**config.mk**
```make
export PLATFORM = sky130hd
export DESIGN_NAME = pad_serial_read_controller_core
export DESIGN_NICKNAME = d
export VERILOG_FILES = /design/src/rtl/core/pscr_pkg.sv /design/src/rtl/core/pscr_engine.sv /design/src/rtl/core/pscr_skid.sv /design/src/rtl/core/pad_serial_read_controller_core.sv
export SDC_FILE = /design/constraint.sdc
export NUM_CORES = 1
export LEC_CHECK = 0
export ABC_AREA = 1
export BUFFER_PORTS_ARGS = -buffer_cell sky130_fd_sc_hd__buf_2
export CORE_MARGIN = 5
export CORE_UTILIZATION = 50
export DETAILED_ROUTE_END_ITERATION = 7
export PLACE_DENSITY_LB_ADDON = 0.05
export SLEW_MARGIN = 20
export SYNTH_ARGS = -nofsm -noshare
export SYNTH_HDL_FRONTEND = slang
export SYNTH_SLANG_ARGS = --single-unit
```
**constraint.sdc**
```tcl
create_clock -name clk -period 5.5 [get_ports clk]
set_input_delay 1.65 -clock clk [delete_from_list [all_inputs] [get_ports clk]]
set_output_delay 1.65 -clock clk [all_outputs]
set_load 0.01 [all_outputs]
```
**src/rtl/core/pscr_pkg.sv**
```systemverilog
// ----------------------------------------------------------------------------
// pscr_pkg
// Types and fixed codes shared by the pad serial read controller.
// ----------------------------------------------------------------------------
package pscr_pkg;

  // Item kinds
  localparam logic [1:0] KIND_TICK   = 2'd0;
  localparam logic [1:0] KIND_READ   = 2'd1;
  localparam logic [1:0] KIND_WRITE  = 2'd2;
  localparam logic [1:0] KIND_SAMPLE = 2'd3;

  // Bus register addresses
  localparam logic [7:0] ADDR_LOW  = 8'h10;
  localparam logic [7:0] ADDR_HIGH = 8'h14;
  localparam logic [7:0] ADDR_CTL  = 8'h28;

  // Control register bits
  localparam int unsigned CTL_ABORT_BIT   = 0;
  localparam int unsigned CTL_BUSY_BIT    = 1;
  localparam int unsigned CTL_START_BIT   = 2;
  localparam int unsigned CTL_INHIBIT_BIT = 7;
  localparam logic [7:0]  CTL_KEEP        = 8'hB1;
  localparam logic [7:0]  CTL_FIXED       = 8'h4C;

  // Configuration register indexes
  localparam logic CFG_INSTANT_READ = 1'b0;
  localparam logic CFG_BIT_PERIOD   = 1'b1;

  // Configuration reset values
  localparam logic [9:0] BIT_PERIOD_RESET   = 10'd640;
  localparam logic       INSTANT_READ_RESET = 1'b1;

  // Number of bits in one serial read
  localparam logic [4:0] SERIAL_BITS = 5'd16;

  // One result item
  typedef struct packed {
    logic [7:0] read_data;
    logic       interrupt_line;
    logic       serial_busy;
  } result_t;

endpackage

```
**src/rtl/core/pscr_engine.sv**
```systemverilog
// ----------------------------------------------------------------------------
// pscr_engine
// Register state of the pad interface; applies one item per transfer and
// forms its result in the same cycle.
// ----------------------------------------------------------------------------
module pscr_engine (
  input  logic                 clk,
  input  logic                 rst,
  input  logic                 fire,
  input  logic [1:0]           kind,
  input  logic [7:0]           address,
  input  logic [7:0]           write_data,
  input  logic [13:0]          pad_buttons,
  input  logic                 pad_status_bit,
  input  logic                 instant_read,
  input  logic [9:0]           bit_period,
  output pscr_pkg::result_t    result
);

  logic [15:0] pad_sample,     pad_sample_next;
  logic [15:0] latched_sample, latched_sample_next;
  logic [15:0] shift_data,     shift_data_next;
  logic [7:0]  control_bits,   control_bits_next;
  logic [4:0]  bit_index,      bit_index_next;
  logic [9:0]  countdown,      countdown_next;
  logic        irq_pending,    irq_pending_next;

  logic [9:0]  period_ticks;
  logic [9:0]  count_dec;
  logic [4:0]  index_inc;
  logic [15:0] view;
  logic [7:0]  rd;

  // A zero period counts as one tick
  assign period_ticks = (bit_period == 10'd0) ? 10'd1 : bit_period;
  assign count_dec    = countdown - 10'd1;
  assign index_inc    = bit_index + 5'd1;
  assign view         = instant_read ? pad_sample : shift_data;

  // Next state and read data for the item on the input
  always_comb begin
    pad_sample_next     = pad_sample;
    latched_sample_next = latched_sample;
    shift_data_next     = shift_data;
    control_bits_next   = control_bits;
    bit_index_next      = bit_index;
    countdown_next      = countdown;
    irq_pending_next    = irq_pending;
    rd                  = 8'h00;
    case (kind)
      pscr_pkg::KIND_TICK: begin
        if (countdown != 10'd0) begin
          countdown_next = count_dec;
          if (count_dec == 10'd0) begin
            shift_data_next[bit_index[3:0]] = latched_sample[bit_index[3:0]];
            bit_index_next = index_inc;
            if (index_inc < pscr_pkg::SERIAL_BITS) begin
              countdown_next = period_ticks;
            end else if (!control_bits[pscr_pkg::CTL_INHIBIT_BIT]) begin
              irq_pending_next = 1'b1;
            end
          end
        end
      end
      pscr_pkg::KIND_READ: begin
        case (address)
          pscr_pkg::ADDR_LOW:  rd = view[7:0];
          pscr_pkg::ADDR_HIGH: rd = view[15:8];
          pscr_pkg::ADDR_CTL: begin
            rd = control_bits | pscr_pkg::CTL_FIXED;
            rd[pscr_pkg::CTL_BUSY_BIT] = (countdown != 10'd0);
          end
          default: rd = 8'h00;
        endcase
      end
      pscr_pkg::KIND_WRITE: begin
        if (address == pscr_pkg::ADDR_CTL) begin
          // Start only from idle with abort-disable clear beforehand
          if (write_data[pscr_pkg::CTL_START_BIT] &&
              !control_bits[pscr_pkg::CTL_ABORT_BIT] && countdown == 10'd0) begin
            latched_sample_next = pad_sample;
            bit_index_next      = 5'd0;
            countdown_next      = period_ticks;
          end
          // Abort wins over a start in the same write
          if (write_data[pscr_pkg::CTL_ABORT_BIT]) begin
            countdown_next = 10'd0;
            bit_index_next = 5'd0;
          end
          if (write_data[pscr_pkg::CTL_INHIBIT_BIT]) begin
            irq_pending_next = 1'b0;
          end
          control_bits_next = write_data & pscr_pkg::CTL_KEEP;
        end
      end
      default: begin
        pad_sample_next = {pad_buttons, 1'b1, pad_status_bit};
      end
    endcase
  end

  // Result reflects the state after this item
  always_comb begin
    result.read_data      = rd;
    result.interrupt_line = irq_pending_next;
    result.serial_busy    = (countdown_next != 10'd0);
  end

  // Commit state on each transfer
  always_ff @(posedge clk) begin
    if (rst) begin
      pad_sample     <= 16'h0000;
      latched_sample <= 16'h0000;
      shift_data     <= 16'h0000;
      control_bits   <= 8'h00;
      bit_index      <= 5'd0;
      countdown      <= 10'd0;
      irq_pending    <= 1'b0;
    end else if (fire) begin
      pad_sample     <= pad_sample_next;
      latched_sample <= latched_sample_next;
      shift_data     <= shift_data_next;
      control_bits   <= control_bits_next;
      bit_index      <= bit_index_next;
      countdown      <= countdown_next;
      irq_pending    <= irq_pending_next;
    end
  end

`ifndef SYNTH
  // A running read never points past the last bit
  a_index_range: assert property (@(posedge clk) disable iff (rst)
    (countdown != 10'd0) |-> (bit_index < pscr_pkg::SERIAL_BITS))
    else $error("bit index out of range while busy");

  // The interrupt rises only on a tick
  a_irq_on_tick: assert property (@(posedge clk) disable iff (rst)
    $rose(irq_pending) |-> $past(fire && kind == pscr_pkg::KIND_TICK))
    else $error("interrupt raised by a non-tick item");

  // An inhibit write clears the interrupt
  a_inhibit_clears: assert property (@(posedge clk) disable iff (rst)
    (fire && kind == pscr_pkg::KIND_WRITE && address == pscr_pkg::ADDR_CTL &&
     write_data[pscr_pkg::CTL_INHIBIT_BIT]) |=> !irq_pending)
    else $error("interrupt survived an inhibit write");
`endif

endmodule

```
**src/rtl/core/pscr_skid.sv**
```systemverilog
// ----------------------------------------------------------------------------
// pscr_skid
// Two-entry output register: holds a result plus one spare so the input
// side can place one more result while the consumer stalls.
// ----------------------------------------------------------------------------
module pscr_skid (
  input  logic               clk,
  input  logic               rst,
  input  logic               push,
  input  pscr_pkg::result_t  push_data,
  output logic               space,
  output logic               out_valid,
  input  logic               out_ready,
  output pscr_pkg::result_t  out_data
);

  logic              skid_valid;
  pscr_pkg::result_t skid_data;
  logic              pop;

  assign pop   = out_valid && out_ready;
  assign space = !skid_valid;

  // Advance the output, refill from the spare, or park a new result
  always_ff @(posedge clk) begin
    if (rst) begin
      out_valid  <= 1'b0;
      skid_valid <= 1'b0;
    end else if (pop) begin
      if (skid_valid) begin
        out_data   <= skid_data;
        skid_valid <= 1'b0;
      end else if (push) begin
        out_data <= push_data;
      end else begin
        out_valid <= 1'b0;
      end
    end else if (push) begin
      if (!out_valid) begin
        out_data  <= push_data;
        out_valid <= 1'b1;
      end else begin
        skid_data  <= push_data;
        skid_valid <= 1'b1;
      end
    end
  end

`ifndef SYNTH
  // The spare is only ever filled behind a held output
  a_spare_behind_out: assert property (@(posedge clk) disable iff (rst)
    skid_valid |-> out_valid)
    else $error("spare entry full with output empty");
`endif

endmodule

```
**src/rtl/core/pad_serial_read_controller_core.sv**
```systemverilog
// ----------------------------------------------------------------------------
// pad_serial_read_controller_core
// Game-pad serial read controller behind byte-wide bus registers.
// ----------------------------------------------------------------------------
//
//   channel  | handshake            | payload
//   ---------+----------------------+---------------------------------------
//   input    | in_valid / in_ready  | kind, address, write_data,
//            |                      | pad_buttons, pad_status_bit
//   result   | out_valid / out_ready| read_data, interrupt_line, serial_busy
//   config   | cfg_we               | cfg_index, cfg_data
//
// One item per cycle while in_ready is high: the state update is a single
// pass from the input ports into the state registers, and each result is
// registered in the two-entry output register, which lets the input accept
// one more item while the output stalls; in_ready drops only when both
// entries are full. Reset (rst, synchronous) clears all state and sets
// instant_read to 1 and bit_period to 640.
// ----------------------------------------------------------------------------
module pad_serial_read_controller_core (
  input  logic        clk,
  input  logic        rst,
  input  logic        in_valid,
  output logic        in_ready,
  input  logic [1:0]  kind,
  input  logic [7:0]  address,
  input  logic [7:0]  write_data,
  input  logic [13:0] pad_buttons,
  input  logic        pad_status_bit,
  output logic        out_valid,
  input  logic        out_ready,
  output logic [7:0]  read_data,
  output logic        interrupt_line,
  output logic        serial_busy,
  input  logic        cfg_we,
  input  logic        cfg_index,
  input  logic [9:0]  cfg_data
);

  logic              instant_read;
  logic [9:0]        bit_period;
  logic              fire;
  logic              space;
  pscr_pkg::result_t result;
  pscr_pkg::result_t out_data;

  assign in_ready = space;
  assign fire     = in_valid && space;

  // Hold the configuration registers
  always_ff @(posedge clk) begin
    if (rst) begin
      instant_read <= pscr_pkg::INSTANT_READ_RESET;
      bit_period   <= pscr_pkg::BIT_PERIOD_RESET;
    end else if (cfg_we) begin
      case (cfg_index)
        pscr_pkg::CFG_INSTANT_READ: instant_read <= cfg_data[0];
        pscr_pkg::CFG_BIT_PERIOD:   bit_period   <= cfg_data;
        default: ;
      endcase
    end
  end

  pscr_engine u_engine (
    .clk            (clk),
    .rst            (rst),
    .fire           (fire),
    .kind           (kind),
    .address        (address),
    .write_data     (write_data),
    .pad_buttons    (pad_buttons),
    .pad_status_bit (pad_status_bit),
    .instant_read   (instant_read),
    .bit_period     (bit_period),
    .result         (result)
  );

  pscr_skid u_skid (
    .clk       (clk),
    .rst       (rst),
    .push      (fire),
    .push_data (result),
    .space     (space),
    .out_valid (out_valid),
    .out_ready (out_ready),
    .out_data  (out_data)
  );

  assign read_data      = out_data.read_data;
  assign interrupt_line = out_data.interrupt_line;
  assign serial_busy    = out_data.serial_busy;

endmodule

```
# ---- After elaboration in Yosys (flattened, before gate mapping)
# Index checks and enable logic that the tools add are counted.
dict set report op_classes {
  add_sub_neg 2
  order_cmp 3
  n_eq_ne 12
  muxes 38
  n_bitwise 4
  reduce_logical 29
}
# op count
set ops {}
lappend ops {{$mux 10} 12}
lappend ops {{$logic_not 10->1} 3}
lappend ops {{$mux 5} 5}
lappend ops {{$pmux 8 s3} 1}
lappend ops {{$pmux 10 s2} 1}
lappend ops {{$reduce_bool 10->1} 2}
lappend ops {{$bwmux 16} 1}
lappend ops {{$eq 8x5->1 const B} 2}
lappend ops {{$mux 16} 1}
lappend ops {{$reduce_and 4->1} 4}
lappend ops {{$mux 1} 12}
lappend ops {{$pmux 5 s2} 1}
lappend ops {{$sub 10x1->10 const B} 1}
lappend ops {{$eq 8x6->1 const B} 1}
lappend ops {{$mux 8} 1}
lappend ops {{$reduce_and 2->1} 4}
lappend ops {{$ne 2x1->1 const B} 3}
lappend ops {{$ne 2x2->1 const B} 3}
lappend ops {{$reduce_and 3->1} 2}
lappend ops {{$reduce_and 6->1} 1}
lappend ops {{$reduce_bool 2->1} 3}
lappend ops {{$add 5x1->5 const B} 1}
lappend ops {{$logic_and 1x1->1} 5}
lappend ops {{$lt 4x5->1 const B} 1}
lappend ops {{other kinds (13)} 17}
dict set report totals {
  regBits 101
  in_bits 49
  out_inout_bits 12
  elab_cells 105
}

# ---- Logic depth before layout (Yosys ltp)
dict set report depth {
  ltp_word 11
  mapped_depth 19
  ltp_nobuf 19
}

# ---- Cells and area by module
# A second synthesis with hierarchy kept.
dict set report hier_totals {
  hier_cells 808
  hier_area_um2 5600.4
}
# module n_inst cells_per_inst area_each_um2 seq_area_each_um2
set by_module_without_submodules {}
lappend by_module_without_submodules {pscr_engine 1 668 4274.1 1361.3}
lappend by_module_without_submodules {pscr_skid 1 72 868.3 640.6}
lappend by_module_without_submodules {pad_serial_read_controller_core 1 68 457.9 220.2}

# ---- Least setup slack after synthesis
# Ideal clock, no wire load.
dict set report synth_path {
  path_type {input port to flip-flop}
  start {input address[4]}
  end {register u_skid.out_data[0] (netlist name)}
  setup_time_ns 0.252
  t_arrival_ns 3.037
  required_time_ns 5.248
  path_slack_ns 2.210
  stages 16
  n_path_buf 2
  path_cell_list {inv_1 > nand2_1 > nor2_1 > nand2_1 > buf_2 > inv_1 > nand2_2 > buf_6 > o21ai_2 > o22ai_1 > a21oi_1 > nand2_1 > nor2_1 > nand3_1 > nand2_1 > nand2_1}
}
# item line_no
set synth_rtl {}
lappend synth_rtl {{start, declared} pad_serial_read_controller_core.sv:26} ;# input logic [7:0] address,

# ---- Worst setup path after layout
dict set report layout_path {
  start {input address[7]}
  end {register u_engine.latched_sample[2]}
}
dict set report layout_between {
  elab_chain_len 2
}
# item line_no
set layout_rtl {}
lappend layout_rtl {{$eq 8x6->1} pscr_engine.sv:77} ;# if (address == pscr_pkg::ADDR_CTL) begin
lappend layout_rtl {{$reduce_and 4->1 (no line)} -}
lappend layout_rtl {{end signal, assigned} pscr_engine.sv:121} ;# latched_sample <= latched_sample_next;
lappend layout_rtl {{end, declared} pscr_engine.sv:21} ;# logic [15:0] latched_sample, latched_sample_next;
# Every way passes these cells.
# A chain may end at the register's enable or synchronous reset.

==> results.yml <==
critical_path:
  cp-endpoint: "u_engine.latched_sample[2]"
  r2r_end: "u_skid.out_data[0]"
  crit_type: "in2reg"
  start_kind: "input pin"
  path_common_cell: "nor2_1"
  rr_worst_depth: 17
  path_depth: 11
  crit_path_end_kind: "flip-flop"
  crit_start: "address[7]"
  crit_fanout: 18
  critPathBufInv: 4
  slowest_delay_ns: 0.60
  slowest_stage: "nor2_2"
  r2r_setup_slack_ns: 2.57
  arrival_ns: 3.89
  cpLargestDelayFamily: "simple AND/OR/NAND/NOR gates"
  r2r_start: "u_engine.countdown[1]"
  crit_chain: "buf_2, nor2_1, nand2_1, inv_1, nand2_1, nor3_2, inv_1, nor2_2, inv_2, nor2_1, nor2_1"
  critPathRequiredTime_ns: 5.76
placement:
  pre_cts_ws_ns: 1.49
  placed_cell_area_um2: 5790
  dpl.cell_count: 944
  gp_congestion: 0.908
  dp_hpwl_um: 10700
  port_buffers: 57
route:
  ant_nets: 0
  routed_via_density: 5.31
  drtIter0Drc: 436
  firstDrtPassIters: 5
  vias: 5101
  wl_um: 14300
  drc_errors: 0
  wl_per_cell_um: 14.9
run:
  drv_cap: 0
clocking:
  ctsHoldBuffers: 0
  clk_path_buf_depth: 2
  cts-root-buf: "clkbuf_8"
  clock_latency_ns: 0.37
  post_cts_resize_count: 0
  numCtsBuffers: 9
  cts_htree_levels: 3
  cts.sinks: 101
  clkTransAtPathRegs_ns: 0.10
  cts_setup_buffers: 0
  cts_tree: "yes"
logic_synthesis:
  synth_most_common_cell: "nand2_1"
  synth.distinct_cells: 44
  ys_seq_area_frac: 0.410
  synth_nets: 824
  yosysTopAreaCell: "dfxtp_1"
  ys.flop_type: "dfxtp_1"
  synth_seq_cells: 101
  netlist_area_um2: 5420
  syn_inst: 769
  synth_top_area_share: 0.299
  synth.area.top_cells: "dfxtp_1 (30%), edfxtp_1 (11%), nand2_1 (9.8%)"
  async_flop_share: 0
  ys_top_cells_by_count: "nand2_1 (142), nor2_1 (129), o21ai_0 (101)"
  synth_edf_count: 20
  avgSynthCellArea_um2: 7.04
  ys_warn_count: 0
die:
  io_pins: 61
  fp.dieH_um: 114
  dieArea_um2: 13000
  die_x_um: 114
  rows: 38
  initial_core_util: 0.504
  coreArea_um2: 10700
sta:
  tightest_slew_ns: 0.946
  tns_ns: 0
  fin_crit_sh: 0.660
  hold_viol_final: 0
  setup_ws_ns: 1.87
  fmax_ghz: 0.276
  setup_viol: 0
  relSlewSlack: 0.367
  final.min_clock_period_ns: 3.63
  drv_slew: 0
  whs_ns: 0.460
  rsz0062_at_grt: "false"
  fin_skew_ns: 0.0139
worst_hold_path:
  hold_path.class: "reg2reg"
finish:
  n_antenna_cell: 0
  layout.cells.non_filler: 961
  nets: 871
  drive_gt1_frac: 0.152
  area_delta_synth_final_pct: 11.5
  final_area_um2: 6040
global_routing:
  track_usage: 0.225
  grt_pass1_wl_um: 23700
  antenna_found_initial: 0
  grt_max_degree: 67
  grt.overflow.total: 0
  grt_pass1_vias: 4837
run_status:
  status: "finished clean"
power:
  p_per_area_nw_per_um2: 276
  ir_worst_vdd_uv: 165
  power_leakage_nw: 2.77
-- sequential cells by signal, summed over array words and instances, names as in the netlist --
| signal | cells |
|---|---|
| u_skid.skid_valid | 1 |
| u_skid.out_valid | 1 |
| u_engine.bit_index | 5 |
| u_skid.skid_data | 10 |
| u_engine.latched_sample | 16 |
| u_engine.pad_sample | 16 |
| bit_period | 10 |
| instant_read | 1 |
| u_engine.control_bits | 4 |
| u_engine.countdown | 10 |
| u_engine.shift_data | 16 |
| u_skid.out_data | 10 |
| u_engine.irq_pending | 1 |
-- layout by cell type (no fill, tap or decap), drive strengths merged --
cell type / n
a211oi: 2
a21oi: 50
a221oi: 1
a22o: 1
a311oi: 1
a32o: 1
and2: 1
buf: 61
bufinv: 3
clkbuf: 10
clkinv: 4
clkinvlp: 1
dfxtp: 81
edfxtp: 20
ha: 6
inv: 91
mux2i: 1
nand2: 154
nand3: 35
nand4: 9
nor2: 140
nor3: 7
nor3b: 2
nor4: 2
o211ai: 11
o21a: 1
o21ai: 114
o21bai: 1
o221ai: 1
o22ai: 7
o31ai: 1
xnor2: 1
-- how the worst min path moves through the flow --
stage	start	to	slack, ns	depth (start not counted)
floorplan	u_engine.control_bits[4]	u_engine.control_bits[4]	0.42	2
global placement	u_engine.control_bits[5]	u_engine.control_bits[5]	0.44	2
detailed placement	u_engine.control_bits[5]	u_engine.control_bits[5]	0.45	2
CTS	u_engine.control_bits[5]	u_engine.control_bits[5]	0.46	2
global route	u_engine.control_bits[5]	u_engine.control_bits[5]	0.48	2
finish	u_engine.control_bits[5]	u_engine.control_bits[5]	0.46	2
-- cell type report --
| class | instances | area (um2) |
|---|---|---|
| Inverter | 93 | 349 |
| Tap cell | 140 | 175 |
| Clock buffer | 10 | 128 |
| Sequential cell | 101 | 2220 |
| Clock inverter | 6 | 110 |
| Multi-Input combinational cell | 550 | 2740 |
| Timing Repair Buffer | 61 | 315 |
| Fill cell | 1098 | 4710 |
-- per-stage QoR --
step,utilization,total power (W)
floorplan,-,0.00103
global placement,0.539,0.00111
detailed placement,0.539,0.00111
CTS,0.561,0.00168
global route,0.562,0.00175
finish,0.562,0.00167
-- power breakdown --
part / internal, W / switching (W) / total, W
Clock: 0.000303 / 0.000266 / 0.000569
Sequential: 0.000782 / 0.0000268 / 0.000809
Combinational: 0.0000974 / 0.000194 / 0.000291
Total: 0.00118 / 0.000486 / 0.00167
-- worst register-to-register path: stages, from the launching register on --
cell and delay, ns:
dfxtp_1 0.37, inv_1 0.16, ha_1 0.37, nand2_2 0.11
nor2_4 0.16, nand3_4 0.15, nor2_4 0.13, nand2_2 0.22
inv_2 0.14, nand2_1 0.06, nand3_1 0.06, o21ai_0 0.08
a21oi_1 0.23, nand2_1 0.14, nor2_1 0.12, nand3_1 0.10
nand2_1 0.07, nand2_1 0.05
-- cells by family (layout without fill, tap and decap cells) --
logic type | count (synthesis) | count (layout) | share of synthesized area
AND/OR/NAND/NOR | 350 | 350 | 0.291
AO/OA/AOI/OAI | 192 | 192 | 0.196
buffers and inverters | 118 | 170 | 0.0843
flip-flops | 101 | 101 | 0.410
adder cells (fa/ha/maj) | 6 | 6 | 0.0139
XOR/XNOR | 1 | 1 | 0.00300
multiplexers | 1 | 1 | 0.00185
-- metal layers --
metal | part of all wire | vias up | global-route usage
li1 | - | 2622 | -
met1 | 0.47 | 2321 | 0.302
met2 | 0.46 | 133 | 0.379
met3 | 0.047 | 25 | 0.0317
met4 | 0.020 | 0 | 0.0649
met5 | 0 | - | 0
Power figures use the tool's default switching activity.
